## config.mk

```make
export PLATFORM = sky130hd
export DESIGN_NAME = fspd_convert
export DESIGN_NICKNAME = d
export VERILOG_FILES = /design/src/rtl/core/fspd_pkg.sv /design/src/rtl/core/fspd_convert.sv
export SDC_FILE = /design/constraint.sdc
export NUM_CORES = 1
export LEC_CHECK = 0
export CORE_MARGIN = 2
export CORE_UTILIZATION = 35
export DETAILED_ROUTE_END_ITERATION = 6
export DONT_BUFFER_PORTS = 1
export HOLD_SLACK_MARGIN = 0.02
export PLACE_DENSITY = 0.53
export SLEW_MARGIN = 20
export SYNTH_ARGS = -nofsm -noshare
export SYNTH_HDL_FRONTEND = slang
export SYNTH_SLANG_ARGS = --single-unit
```

## constraint.sdc

```tcl
create_clock -name clk -period 10.23 [get_ports clk]
set_input_delay 0 -clock clk [delete_from_list [all_inputs] [get_ports clk]]
set_output_delay 0 -clock clk [all_outputs]
set_load 0.03 [all_outputs]
```

## src/rtl/core/fspd_pkg.sv

```systemverilog
// ----------------------------------------------------------------------------
// fspd_pkg
// Types, widths and fixed-point constants shared by the flow-scheduled
// pressure deadband controller.
// ----------------------------------------------------------------------------
package fspd_pkg;

  // Field widths
  localparam int CUR_W       = 15;  // loop current, microamps
  localparam int FLOW_W      = 16;  // converted flow
  localparam int PRESS_W     = 9;   // converted pressure, hundredths
  localparam int SETP_W      = 16;  // pressure setpoint
  localparam int CMD_W       = 2;   // valve command
  localparam int TOL_W       = 10;  // deadband half width
  localparam int ENTRY_W     = 40;  // packed table entry
  localparam int MAXF_W      = 24;  // maximum flow field of an entry
  localparam int REG_INDEX_W = 4;   // register index on the config channel

  // Table
  localparam int TABLE_ENTRIES_DEF = 7;
  localparam int TABLE_ENTRIES_MAX = 7;
  localparam logic [MAXF_W-1:0]  MAXF_NONE  = '1;
  localparam logic [SETP_W-1:0]  SETP_NONE  = '1;
  localparam logic [ENTRY_W-1:0] ENTRY_RST  = '1;
  localparam logic [TOL_W-1:0]   TOL_RST    = TOL_W'(10);

  // Register map
  localparam logic [REG_INDEX_W-1:0] REG_TOLERANCE  = REG_INDEX_W'(0);
  localparam int                     REG_ENTRY_BASE = 1;

  // Loop floor: 4 mA
  localparam logic [CUR_W-1:0] LOOP_MIN_UA = CUR_W'(4000);

  // Flow: q = (2469*uA - 9406000) / 100000, flow = min(q*100, 65535)
  localparam int NUM_W       = 27;
  localparam logic [NUM_W-1:0] FLOW_GAIN   = NUM_W'(2469);
  localparam logic [NUM_W-1:0] FLOW_OFFSET = NUM_W'(9406000);
  // floor(N/100000) = (N * ceil(2^44/100000)) >> 44, exact for N < 2^27
  localparam int FRECIP_W    = 28;
  localparam logic [FRECIP_W-1:0] FLOW_RECIP = FRECIP_W'(175921861);
  localparam int FLOW_SHIFT  = 44;
  localparam int QUOT_W      = 10;  // q stays at or below 714
  localparam int FSCALE_W    = FLOW_W + 1;
  localparam logic [FSCALE_W-1:0] FLOW_SCALE = FSCALE_W'(100);

  // Pressure: (uA - 4000) / 80 = ((uA - 4000) >> 4) / 5
  localparam int PDIV_W      = 11;
  localparam int PRECIP_W    = 11;
  // floor(y/5) = (y * ceil(2^13/5)) >> 13, exact for y < 2^11
  localparam logic [PRECIP_W-1:0] PRESS_RECIP = PRECIP_W'(1639);
  localparam int PRESS_SHIFT = 13;

  typedef enum logic [CMD_W-1:0] {
    CMD_HOLD  = 2'd0,
    CMD_RAISE = 2'd1,
    CMD_LOWER = 2'd2,
    CMD_NONE  = 2'd3
  } valve_cmd_t;

  // Channel payloads
  typedef struct packed {
    logic [CUR_W-1:0] flow_current;
    logic [CUR_W-1:0] pressure_current;
    logic             readings_ok;
  } sample_t;

  typedef struct packed {
    logic [FLOW_W-1:0]  flow_value;
    logic [PRESS_W-1:0] pressure_value;
    logic [SETP_W-1:0]  setpoint;
    logic [CMD_W-1:0]   valve_command;
  } result_t;

  typedef struct packed {
    logic [REG_INDEX_W-1:0] index;
    logic [ENTRY_W-1:0]     data;
  } cfg_write_t;

  // Pipeline stage contents
  typedef struct packed {
    logic [NUM_W-1:0]  num;
    logic [PDIV_W-1:0] pdiv;
    logic              ok;
  } stage_num_t;

  typedef struct packed {
    logic [QUOT_W-1:0]  quot;
    logic [PRESS_W-1:0] pressure;
    logic               ok;
  } stage_quot_t;

  typedef struct packed {
    logic [FLOW_W-1:0]  flow_value;
    logic [PRESS_W-1:0] pressure_value;
    logic               ok;
  } conv_t;

endpackage

```

## src/rtl/core/fspd_convert.sv

```systemverilog
// ----------------------------------------------------------------------------
// fspd_convert
// Three-stage fixed-point conversion of loop currents to flow and pressure.
// ----------------------------------------------------------------------------
module fspd_convert (
  input  logic              clk,
  input  logic              rst,
  input  logic              in_valid,
  output logic              in_ready,
  input  fspd_pkg::sample_t in_item,
  output logic              out_valid,
  input  logic              out_ready,
  output fspd_pkg::conv_t   out_item
);
  import fspd_pkg::*;

  logic        v1, v2, v3;
  logic        rdy1, rdy2, rdy3;
  stage_num_t  s1, s1_next;
  stage_quot_t s2, s2_next;
  conv_t       s3, s3_next;

  logic [CUR_W-1:0]             pdiff;
  logic [NUM_W+FRECIP_W-1:0]    fprod;
  logic [PDIV_W+PRECIP_W-1:0]   pprod;
  logic [FSCALE_W-1:0]          fscaled;

  // Each stage moves when it is empty or its successor moves
  assign rdy3     = !v3 || out_ready;
  assign rdy2     = !v2 || rdy3;
  assign rdy1     = !v1 || rdy2;
  assign in_ready = rdy1;

  // Stage 1: linear term of flow, coarse shift of pressure
  always_comb begin
    pdiff   = in_item.pressure_current - LOOP_MIN_UA;
    s1_next = '0;
    s1_next.ok = in_item.readings_ok;
    if (in_item.readings_ok && in_item.flow_current >= LOOP_MIN_UA) begin
      s1_next.num = NUM_W'(in_item.flow_current) * FLOW_GAIN - FLOW_OFFSET;
    end
    if (in_item.readings_ok && in_item.pressure_current >= LOOP_MIN_UA) begin
      s1_next.pdiv = pdiff[CUR_W-1:4];
    end
  end

  // Stage 2: reciprocal multiplies stand in for the constant divides
  always_comb begin
    fprod = (NUM_W+FRECIP_W)'(s1.num) * (NUM_W+FRECIP_W)'(FLOW_RECIP);
    pprod = (PDIV_W+PRECIP_W)'(s1.pdiv) * (PDIV_W+PRECIP_W)'(PRESS_RECIP);
    s2_next.quot     = fprod[FLOW_SHIFT +: QUOT_W];
    s2_next.pressure = pprod[PRESS_SHIFT +: PRESS_W];
    s2_next.ok       = s1.ok;
  end

  // Stage 3: scale flow back up and saturate
  always_comb begin
    fscaled = FSCALE_W'(s2.quot) * FLOW_SCALE;
    s3_next.flow_value     = fscaled[FSCALE_W-1] ? '1 : fscaled[FLOW_W-1:0];
    s3_next.pressure_value = s2.pressure;
    s3_next.ok             = s2.ok;
  end

  always_ff @(posedge clk) begin
    if (rst) begin
      v1 <= 1'b0;
      v2 <= 1'b0;
      v3 <= 1'b0;
    end else begin
      if (rdy1) v1 <= in_valid;
      if (rdy2) v2 <= v1;
      if (rdy3) v3 <= v2;
    end
  end

  always_ff @(posedge clk) begin
    if (rdy1) s1 <= s1_next;
    if (rdy2) s2 <= s2_next;
    if (rdy3) s3 <= s3_next;
  end

  assign out_valid = v3;
  assign out_item  = s3;

endmodule

```

## Yosys cells after proc, flatten, opt, wreduce, memory -nomap -nowiden

Cells that the tools add are included.

- Register bits: 88
- Input port bits: 35
- Word-level logic and storage cells: 30

- $add $sub $neg: 2
- $mul: 4
- Magnitude comparators: 2
- Multiplexer cells: 1
- Reduce and logical (&&, ||, !) cells: 8

Operator list:

| kind | count |
|---|---|
| $mul A27 B28 Y54 const B | 1 |
| $ge A15 B12 Y1 const B | 2 |
| $mul A15 B12 Y27 const B | 1 |
| $sub A27 B24 Y27 const B | 1 |
| $mul A11 B11 Y22 const B | 1 |
| $mul A10 B5 Y15 const B | 1 |
| $sub A15 B12 Y15 const B | 1 |
| $logic_not A1 Y1 | 3 |
| $logic_or A1 B1 Y1 | 3 |
| $logic_and A1 B1 Y1 | 2 |
| $mux W2 | 1 |

## Depth between registers and ports, before layout

Gate-level depths: netlist of run 1.

- Depth after elaboration: 4
- Mapped depth: 22
- Mapped depth without buffers: 22

## Worst setup path after synthesis of run 1

No wires, ideal clock.

- Kind: reg-to-reg
- Start: reg s1[19] (netlist bit)
- End: reg s2[17] (netlist bit) (data pin)
- Arrival time: 6.140 ns
- Required time: 9.972 ns
- Slack: 3.832 ns
- Cell stages (with the launch flop): 23
- Clock period less this slack: 6.398 ns
- Path through: edfxtp_1 > fa_1 > inv_1 > fa_1 > inv_1 > fa_1 > inv_1 > fa_1 > inv_1 > fa_1 > fa_1 > inv_1 > fa_1 > inv_1 > ha_1 > nand4_1 > or4_1 > or2_1 > nor3_1 > a31oi_1 > a31oi_1 > nor2_1 > xnor2_1

- Longest elaborated chain between the ends: 1

RTL lines:

| item | RTL line | source |
|---|---|---|
| start, declared | fspd_convert.sv:19 | `stage_num_t s1, s1_next;` |
| start signal, assigned | fspd_convert.sv:77 | `if (rdy1) s1 <= s1_next;` |
| $mul A27 B28 Y54 | fspd_convert.sv:49 | `fprod = (NUM_W+FRECIP_W)'(s1.num) * (NUM_W+FRECIP_W)'(FLOW_RECIP);` |
| named net fprod[51] | fspd_convert.sv:24 | `logic [NUM_W+FRECIP_W-1:0] fprod;` |
| end signal, assigned | fspd_convert.sv:78 | `if (rdy2) s2 <= s2_next;` |
| end, declared | fspd_convert.sv:20 | `stage_quot_t s2, s2_next;` |

The timed path passes the listed nets, and every way through them passes these cells.
A chain may end at the register's enable or synchronous reset.

## Worst setup path after layout of run 1

- Start: reg s1[24] (netlist bit)
- End: reg s2[19] (netlist bit) (data pin)

The elaborated chain is that of the path after synthesis.

==> Flow_metrics.wiki, run 1 <==
{| class="wikitable"
! Metric !! Value
|-
| Result of the run || complete, but fails checks
|-
| Violations in the final reports || DRC
|-
| Minimum setup slack after placement || 3.39 ns
|-
| Post-DP Area || between 20,000 and 25,000 um^2
|-
| Crit path setup slack, layout || 3.38 ns
|-
| Synthesized area divided by synthesized cell count || around 10 um^2
|-
| Fin area || between 20,000 and 25,000 um^2
|-
| Via count of the routed design || approximately 13,000
|-
| Number of violations reported at the end of detailed-routing iteration 0 || 734
|-
| DP HPWL || between 40,000 and 50,000 um
|-
| Launch instance of the worst min-delay path || in_item[18]
|-
| Number of clock sinks || 87
|-
| Final Max Tran Viols || 0
|-
| Synth area leader || fa_1
|-
| Chip Width || roughly 250 um
|-
| Met1 Track Usage GR || a little under a quarter
|-
| Final-report setup violation count || 0
|-
| Number of warnings printed during yosys synthesis || 0
|-
| Vias per cell || between 4 and 5
|-
| Port buffer count || 0
|-
| Effective utilization at floorplan || between 30% and 40%
|-
| Grt met2 use || 28.3%
|-
| Overall routing resource usage || approximately 17%
|-
| Synth unique cells || between 60 and 70
|-
| Routability congestion estimate from global placement || between 0.9 and 1
|-
| Number of synthesized flops with an enable pin || 84
|-
| Time the final worst path needs with I/O delays and setup || slightly below 7 ns
|-
| Chip Height || 250 um
|-
| Worst Setup Path Type || reg -> reg
|-
| Post-route fraction of the period consumed by the critical path || around 67%
|-
| CP Data Required Time || roughly 10 ns
|-
| Register Area || 2580 um^2
|-
| Gate Count Post-Synth || roughly 2,000
|-
| Number of cell rows || 90
|-
| Final Hold Viols || 0
|-
| Largest fanout of any net on the critical path || 6
|-
| Deepest clock path buffer count || 2
|-
| Arrival time of the worst setup path || 6.96 ns
|-
| Top-area cell type share of the netlist area || between 30 and 40%
|-
| Max frequency || 146 MHz
|-
| Portion of the post-synthesis area used by sequential elements || approximately 12%
|-
| Number of buffers inserted during clock tree synthesis || 9
|-
| Most instantiated flip-flop cell in the synthesis netlist || edfxtp_1
|-
| Area occupied by multi-input gates || about 16,000 um^2
|-
| Clock slew at reported path FFs || approximately 0.060 ns
|-
| Setup repair after global routing missed its margin || no
|-
| Normalized max-slew margin || roughly a third
|-
| Maxcap violations || 0
|-
| Area added between synthesis and finish || 6.82%
|-
| Area of the core || 60,100 um^2
|-
| Post-cts resize count || 0
|-
| Number of global-route vias before repair || around 15,000
|-
| Fill count || between 6,000 and 7,000
|-
| Htree depth || 3
|-
| Most frequent cells in the layout || inv_1, ha_1, fa_1
|-
| Number of I/O pins || 63
|-
| Post-synth design cell area || 21,200 um^2
|-
| Number of routed nets with antenna violations || 0
|-
| Type of the most critical hold path || in -> reg
|-
| Global-route layer with the greatest usage || met2
|-
| Register bit total from synthesis || 87
|-
| Accumulated negative setup slack || 0 ns
|-
| Floorplan die area || about 63,000 um^2
|-
| Fraction of layout instances using a drive strength above 1 || under 10%
|-
| Leading cell type in the layout, fill and taps excluded || inv_1
|-
| Wire per inst || 17.7 um
|-
| Slew at the pin with the worst max-slew slack || 0.985 ns
|-
| Number of optimization iterations in the first detailed-route pass || 7
|-
| Cell at the root of the clock tree || clkbuf_16
|-
| Global-route congestion overflow total || 0
|-
| Dominant cells by area after synthesis || fa_1, ha_1, edfxtp_1, inv_1, xnor2_1
|-
| First-pass GRT wire length || roughly 81,000 um
|-
| Residual DRC || 2
|-
| Later-pin clock latency in the skew report || 0.38 ns
|-
| Antenna violations before repair || 0
|-
| Total wirelength of the detailed-routed design || roughly 51,000 um
|-
| Maximum number of pins on one net before global-route repair || 41
|-
| CP startpoint kind || flip-flop
|-
| Synth async-reset ratio || 0%
|-
| Origin of the worst setup path || s1[24]
|-
| R2R Path Start || s1[24]
|-
| Synthesized net count || about 3,000
|-
| Met3 track demand over resource || ~2.4%
|-
| TritonCTS clock tree || done
|-
| Final-stage net count || 2,955
|-
| Category of the worst setup path capture point || flip-flop
|-
| Clock Skew || 0.0118 ns
|-
| Antenna cells || 0
|}
-- what timing repair did --
action | CTS | global route
setup endpoints to repair | 0 | 0
setup buffers | 0 | 0
hold buffers | 22 | 0
endpoints found under the hold margin | 17 | 0
-- routing by layer --
metal,wire (um),vias to the layer above
li1,-,6547
met1,24500,6664
met2,23800,202
met3,1730,38
met4,943,0
met5,0,-
-- state kept, by name, indices dropped and copies added, names as in the netlist --
register   count
out_item      25
out_valid      1
s1            39
s2            20
v1             1
v2             1
-- Yosys cell counts (all sizes together), types with 14 or more instances --
master and count:
xor2 21, ha 477, fa 361, nand2 37
a21o 22, nor2b 14, a31oi 14, inv 636
edfxtp 84, nor2 73, o21ai 38, nor3 17
xnor2 37, nand3 22, a21oi 59
-- final timing paths --
check | endpoint | slack (ns) | cells after the start
setup / recovery | s2[19] | 3.38 | 20
hold / removal | s1[14] | 0.04 | 2
setup reg to reg | s2[19] | 3.38 | 20
hold reg to reg | out_item[9] | 0.42 | 0
-- stage by stage --
stage                     hold WS (ns)  std cells  utilization [%]
after global routing            0.0616       2868             37.7
after floorplan                 0.0724       2057                -
final                           0.0447       2868             37.7
after global placement          0.0736       2831             36.9
after CTS                       0.0364       2868             37.7
after detailed placement        0.0751       2831             36.9
-- area by class of cell --
class	count	area share [%]
Timing Repair Buffer	24	1.04
Inverter	636	10.5
Clock inverter	6	0.171
Multi-Input combinational cell	1324	71.5
Sequential cell	87	11.4
Clock buffer	9	0.994
Tap cell	782	4.32
-- critical path, stage by stage, from the launching register on --
cell and delay [ns]:
edfxtp_1 0.57, fa_1 0.57, fa_1 0.51, inv_1 0.05, fa_1 0.53, inv_1 0.06
fa_1 0.52, fa_1 0.45, fa_1 0.60, inv_1 0.08, fa_1 0.53, inv_1 0.04
ha_1 0.34, and4_1 0.21, and4_1 0.23, a311o_1 0.35, a41oi_1 0.25, nand3b_1 0.17
nand3_2 0.14, a311oi_2 0.30, xnor2_1 0.09
-- cells by family (layout without fill, tap and decap cells) --
group                    Yosys count  count (layout)  share of synthesized area [%]
AO/OA/AOI/OAI                    197             197                           6.20
multiplexers                       2               2                         0.0944
buffers and inverters            646             675                           11.5
adder cells (fa/ha/maj)          838             838                           62.2
AND/OR/NAND/NOR                  229             229                           5.44
flip-flops                        87              87                           12.2
XOR/XNOR                          58              58                           2.43
Power of run 1 is left out: the tool's default activity adds up to more than one toggle a clock period on the data nets, which glitch-free logic cannot reach.
==> run 2: changes to the inputs <==
--- a/config.mk
+++ b/config.mk
@@ -5,12 +5,13 @@
 export SDC_FILE = /design/constraint.sdc
 export NUM_CORES = 1
 export LEC_CHECK = 0
+export ABC_AREA = 1
 export CORE_MARGIN = 2
 export CORE_UTILIZATION = 35
 export DETAILED_ROUTE_END_ITERATION = 6
 export DONT_BUFFER_PORTS = 1
 export HOLD_SLACK_MARGIN = 0.02
-export PLACE_DENSITY = 0.53
+export PLACE_DENSITY = 0.55
 export SLEW_MARGIN = 20
 export SYNTH_ARGS = -nofsm -noshare
 export SYNTH_HDL_FRONTEND = slang
==> constraint.sdc (replaced) <==
create_clock -name clk -period 5.6 [get_ports clk]
set_input_delay 0 -clock clk [delete_from_list [all_inputs] [get_ports clk]]
set_output_delay 0 -clock clk [all_outputs]
set_load 0.03 [all_outputs]
==> Flow_metrics.wiki, run 2 <==
{| class="wikitable"
! Metric !! Value
|-
| Number of warnings printed during yosys synthesis || 0
|-
| Htree depth || 3
|-
| Chip Width || ~260 um
|-
| Top-area cell type share of the netlist area || between 30% and 40%
|-
| Ranking of synthesized cells by instance count || inv_1, ha_1, fa_1, nand2_1, nor2_1
|-
| Most instantiated flip-flop cell in the synthesis netlist || edfxtp_1
|-
| Slew at the pin with the worst max-slew slack || approximately 0.92 ns
|-
| Category of the worst setup path capture point || flip-flop
|-
| Residual DRC || 0
|-
| Final Hold Viols || 0
|-
| Area added between synthesis and finish || 14.6%
|-
| Final Max Tran Viols || 0
|-
| Overall routing resource usage || a little under a fifth
|-
| Global-route congestion overflow total || 0
|-
| Via count of the routed design || around 17,000
|-
| Leading cell type by number of instances after synthesis || inv_1
|-
| Setup repair after global routing missed its margin || yes
|-
| Arrival time of the worst setup path || approximately 5.9 ns
|-
| Number of violations reported at the end of detailed-routing iteration 0 || roughly 820
|-
| Total wirelength of the detailed-routed design || approximately 60,000 um
|-
| TritonCTS clock tree || done
|-
| Synth async-reset ratio || 0%
|-
| Worst Hold Slack || approximately 0.054 ns
|-
| Number of I/O pins || between 60 and 70
|-
| Routability congestion estimate from global placement || between 0.9 and 1
|-
| DP HPWL || about 55,000 um
|-
| Antenna cells || 0
|-
| Effective utilization at floorplan || a little over a third
|-
| Minimum setup slack after placement || -0.529 ns
|-
| Flip-flop count of the largest register after layout || 39
|-
| Synthesized net count || 3,430
|-
| Floorplan die area || approximately 67,000 um^2
|-
| Time the final worst path needs with I/O delays and setup || about 5.7 ns
|-
| Number of buffers inserted during clock tree synthesis || 9
|-
| Deepest clock path buffer count || 2
|-
| Vias per cell || between 4 and 5
|-
| Register Area || roughly 2600 um^2
|-
| Normalized max-slew margin || around 39%
|-
| Synthesized area divided by synthesized cell count || 8.91 um^2
|-
| Gate Count Post-Synth || 2,557
|-
| Maxcap violations || 0
|-
| Register bit total from synthesis || 87
|-
| Leading cell type in the layout, fill and taps excluded || inv_1
|-
| Post-synth design cell area || roughly 23,000 um^2
|-
| Antenna violations before repair || 0
|-
| Type of the most critical hold path || in -> reg
|-
| Number of cells on the worst reg-to-reg path || 19
|-
| Worst setup path end || s2[12]
|-
| Fraction of layout instances using a drive strength above 1 || 11.8%
|-
| Dominant cells by area after synthesis || fa_1, ha_1, inv_1, edfxtp_1, nand2_1
|-
| Synth unique cells || between 40 and 50
|-
| Number of synthesized flops with an enable pin || between 80 and 90
|-
| Top register by number of flip-flops || s1
|-
| Maximum number of pins on one net before global-route repair || between 40 and 50
|-
| Origin of the worst setup path || s1[19]
|-
| Chip Height || around 260 um
|-
| Port buffer count || 0
|-
| R2R Path Start || s1[19]
|-
| Max frequency || approximately 170 MHz
|-
| Post-Route Utilization || 40.6%
|-
| Fill count || around 6,400
|-
| Number of routed nets with antenna violations || 0
|-
| Accumulated negative setup slack || -0.696 ns
|-
| Clock slew at reported path FFs || ~0.07 ns
|-
| Portion of the post-synthesis area used by sequential elements || between 10% and 20%
|-
| Worst Setup Path Type || reg -> reg
|-
| Number of optimization iterations in the first detailed-route pass || 5
|-
| Reg-to-reg endpoint || s2[12]
|-
| Post-route fraction of the period consumed by the critical path || 102%
|-
| Internal reg-to-reg setup slack || -0.14 ns
|-
| Number of clock sinks || slightly below 90
|-
| Crit path setup slack, layout || -0.137 ns
|-
| Area of the core || 64,300 um^2
|-
| Later-pin clock latency in the skew report || 0.39 ns
|-
| CP startpoint kind || flip-flop
|-
| CP Data Required Time || 5.75 ns
|-
| Synth area leader || fa_1
|-
| Area occupied by multi-input gates || 17,900 um^2
|-
| Number of global-route vias before repair || 18,113
|-
| Cell at the root of the clock tree || clkbuf_16
|-
| Most frequent cells in the layout || inv_1, ha_1, fa_1
|-
| Clock Skew || between 0.01 and 0.015 ns
|-
| First-pass GRT wire length || approximately 96,000 um
|-
| Final-stage net count || roughly 3,600
|-
| Result of the run || complete, but fails checks
|-
| Number of cell rows || 93
|-
| Violations in the final reports || setup timing
|-
| Final-report setup violation count || 10
|-
| Largest fanout of any net on the critical path || 4
|-
| Wire per inst || between 15 and 20 um
|}
[run 2: cell type report]
| class | instances | share of cell area [%] |
|---|---|---|
| Tap cell | 855 | 4.10 |
| Clock inverter | 7 | 0.187 |
| Timing Repair Buffer | 178 | 5.37 |
| Multi-Input combinational cell | 1702 | 68.6 |
| Clock buffer | 9 | 0.863 |
| Inverter | 765 | 11.0 |
| Sequential cell | 87 | 9.89 |
[run 2: cell families (layout without fill, tap and decap cells)]
logic type | count (synthesis) | in the layout | share of synthesized area [%]
xor gates and xnor gates | 34 | 34 | 1.31
AOI/OAI and AO/OA | 214 | 214 | 5.21
adders and majority gates | 838 | 838 | 57.9
DFF | 87 | 87 | 11.3
and+or+nand+nor | 616 | 616 | 11.5
buffers and inverters | 768 | 959 | 12.7
[run 2: per-layer routing]
layer | GRT usage [%] | share of wire [%]
met1 | 24.5 | 46
met4 | 5.56 | 2.8
met2 | 31.4 | 47
met3 | 2.15 | 3.5
met5 | 0 | 0
[run 2: worst min path at each step]
| stage | slack, ns | startpoint | depth (start not counted) | endpoint |
|---|---|---|---|---|
| finish | 0.05 | in_item[9] | 3 | s1[6] |
| floorplan | 0.07 | rst | 1 | out_valid |
| global placement | 0.07 | rst | 1 | v2 |
| CTS | 0.03 | in_item[9] | 3 | s1[6] |
| detailed placement | 0.07 | rst | 1 | out_valid |
| global route | 0.06 | in_item[9] | 3 | s1[6] |
[run 2: worst max-delay path, cell delays in order (launching register included)]
cell      delay [ns]
edfxtp_1        0.42
fa_1            0.61
inv_2           0.07
fa_1            0.45
fa_1            0.52
inv_2           0.05
fa_1            0.53
fa_1            0.44
fa_1            0.56
inv_2           0.04
fa_1            0.54
inv_2           0.05
ha_4            0.28
nand4_1         0.19
nor2_1          0.18
nand2_2         0.12
nor3_4          0.16
nand3_2         0.15
nand4_1         0.10
nand2_1         0.05
[run 2: timing repair]
item / 4_1_cts / 5_1_grt
cloned: 0 / 0
endpoints found under the hold margin: 17 / 0
hold buffers: 16 / 0
pin swaps: 39 / 31
setup endpoints to repair: 10 / 10
setup buffers: 7 / 9
gates resized for setup: 78 / 56
[run 2: per-stage QoR]
stage | area [um^2] | cells
final | 26100 | 3603
after global routing | 26100 | 3603
after CTS | 25800 | 3594
after detailed placement | 25000 | 3555
after global placement | 25000 | 3555
after floorplan | 22800 | 2557
Power of run 2 is left out for the same reason.
==> run 3: changes to the inputs <==
--- a/config.mk
+++ b/config.mk
@@ -5,7 +5,6 @@
 export SDC_FILE = /design/constraint.sdc
 export NUM_CORES = 1
 export LEC_CHECK = 0
-export ABC_AREA = 1
 export CORE_MARGIN = 2
 export CORE_UTILIZATION = 35
 export DETAILED_ROUTE_END_ITERATION = 6
==> Flow_metrics.wiki, run 3 (synthesis gave the netlist of run 1 again) <==
{| class="wikitable"
! Metric !! Value
|-
| Result of the run || complete, but fails checks
|-
| Violations in the final reports || setup timing
|-
| Fraction of layout instances using a drive strength above 1 || ~15%
|-
| Number of I/O pins || 63
|-
| Port buffer count || 0
|-
| Most frequent cells in the layout || inv_1, ha_1, fa_1
|-
| CP startpoint kind || flip-flop
|-
| Routability congestion estimate from global placement || between 0.9 and 1
|-
| Number of violations reported at the end of detailed-routing iteration 0 || 727
|-
| Area of the core || 60,100 um^2
|-
| Effective utilization at floorplan || about a third
|-
| Slew at the pin with the worst max-slew slack || between 0.9 and 1 ns
|-
| Global-route congestion overflow total || 0
|-
| Clock Skew || around 0.0084 ns
|-
| Accumulated negative setup slack || -6.78 ns
|-
| Wire per inst || approximately 17 um
|-
| Wl on met1 || ~26,000 um
|-
| Final Max Tran Viols || 0
|-
| Arrival time of the worst setup path || 6.48 ns
|-
| Flip-flop count of the largest register after layout || 39
|-
| Vias per cell || 4.58
|-
| Chip Width || roughly 250 um
|-
| Clock slew at reported path FFs || around 0.060 ns
|-
| Number of routed nets with antenna violations || 0
|-
| DP HPWL || approximately 47,000 um
|-
| Setup repair after global routing missed its margin || yes
|-
| Worst Setup Path Type || reg -> reg
|-
| Floorplan die area || 62,600 um^2
|-
| First-pass GRT wire length || 84,800 um
|-
| Number of global-route vias before repair || between 15,000 and 20,000
|-
| Htree depth || 3
|-
| Max frequency || 158 MHz
|-
| Final Hold Viols || 0
|-
| Normalized max-slew margin || around a third
|-
| Launch instance of the worst min-delay path || in_item[0]
|-
| Type of the most critical hold path || in -> reg
|-
| Area added between synthesis and finish || 17.7%
|-
| Antenna violations before repair || 0
|-
| Uppermost metal layer occupied by signal nets || met4
|-
| Number of clock sinks || 87
|-
| R2R Path Start || s1[18]
|-
| Number of cells on the worst reg-to-reg path || 23
|-
| Number of cell rows || 90
|-
| Met3 Routed Length || between 1000 and 1500 um
|-
| Category of the worst setup path capture point || flip-flop
|-
| Hold Path End || s1[26]
|-
| Instance count along the most critical hold path || 2
|-
| Reg-to-reg endpoint || s2[17]
|-
| Internal reg-to-reg setup slack || -0.74 ns
|-
| Number of optimization iterations in the first detailed-route pass || 5
|-
| Residual DRC || 0
|-
| CP Data Required Time || roughly 5.7 ns
|-
| Largest fanout of any net on the critical path || 2
|-
| Top register by number of flip-flops || s1
|-
| Number of buffers inserted during clock tree synthesis || 9
|-
| Chip Height || about 250 um
|-
| Maximum number of pins on one net before global-route repair || 41
|-
| Antenna cells || 0
|-
| Total wirelength of the detailed-routed design || approximately 53,000 um
|-
| Maxcap violations || 0
|-
| Via count of the routed design || 14,243
|-
| Deepest clock path buffer count || 2
|-
| Cell at the root of the clock tree || clkbuf_16
|-
| TritonCTS clock tree || done
|-
| Time the final worst path needs with I/O delays and setup || around 6.3 ns
|-
| Leading cell type in the layout, fill and taps excluded || inv_1
|-
| Final-stage net count || between 3,000 and 4,000
|-
| Overall routing resource usage || 17.5%
|-
| Final-report setup violation count || 10
|-
| Met2 Wirelength || about 25,000 um
|-
| Post-route fraction of the period consumed by the critical path || 113%
|-
| Later-pin clock latency in the skew report || 0.39 ns
|-
| Crit path setup slack, layout || -0.743 ns
|}
run 3: area by class of cell:
cell class / count / area, um^2
well taps: 782 / 978
repair buffers: 265 / 2100
multi-input cells: 1324 / 16600
clock buffers: 10 / 229
fillers: 5860 / 35200
clock inverters: 5 / 50.0
inverters: 636 / 2390
flip-flops and latches: 87 / 2580
run 3: worst max-delay path by stage:
| stage | start | to | slack [ns] | depth (start not counted) |
|---|---|---|---|---|
| finish | s1[18] | s2[17] | -0.74 | 23 |
| floorplan | s1[19] | s2[17] | -0.63 | 22 |
| detailed placement | s1[21] | s2[14] | -0.84 | 22 |
| global placement | s1[19] | s2[17] | -0.79 | 22 |
| CTS | s1[20] | s2[17] | -0.75 | 20 |
| global route | s1[18] | s2[17] | -0.92 | 23 |
run 3: routing by layer:
metal | vias to the layer above | GRT usage [%]
met5 | - | 0
met3 | 36 | 1.94
met1 | 7014 | 24.1
met2 | 169 | 29.5
li1 | 7024 | -
met4 | 0 | 4.12
run 3: per-stage QoR:
step | hold WS (ns) | utilization (%) | setup WS, ns | instance area, um^2 | instances
after floorplan | 0.0724 | - | -0.631 | 21400 | 2057
after global placement | 0.0735 | 39.8 | -0.788 | 23900 | 3044
after detailed placement | 0.0769 | 39.8 | -0.837 | 23900 | 3044
after CTS | 0.0253 | 41.2 | -0.754 | 24800 | 3100
after global routing | 0.0512 | 41.5 | -0.921 | 25000 | 3109
final | 0.0400 | 41.5 | -0.743 | 25000 | 3109
run 3: timing repair:
item                       CTS  global route
setup endpoints to repair   10            10
cloned                       0             0
buffers inserted            15             9
gates resized for setup     43            28
pin swaps                   45            26
hold buffers                26             0
hold endpoints to repair    17             0
run 3: critical path, cell delays in order, from the launching register on:
cell      delay (ns)
edfxtp_1        0.42
buf_6           0.14
fa_1            0.53
inv_2           0.06
fa_1            0.49
inv_1           0.05
fa_1            0.50
inv_2           0.04
fa_1            0.44
inv_2           0.07
fa_2            0.44
fa_1            0.54
inv_2           0.04
fa_1            0.54
inv_2           0.05
ha_4            0.26
nand4_1         0.07
or4_4           0.54
or2_4           0.28
nor2_2          0.12
a31oi_2         0.10
a31oi_2         0.19
nor2_1          0.08
xnor2_1         0.13
Power of run 3 is left out for the same reason.
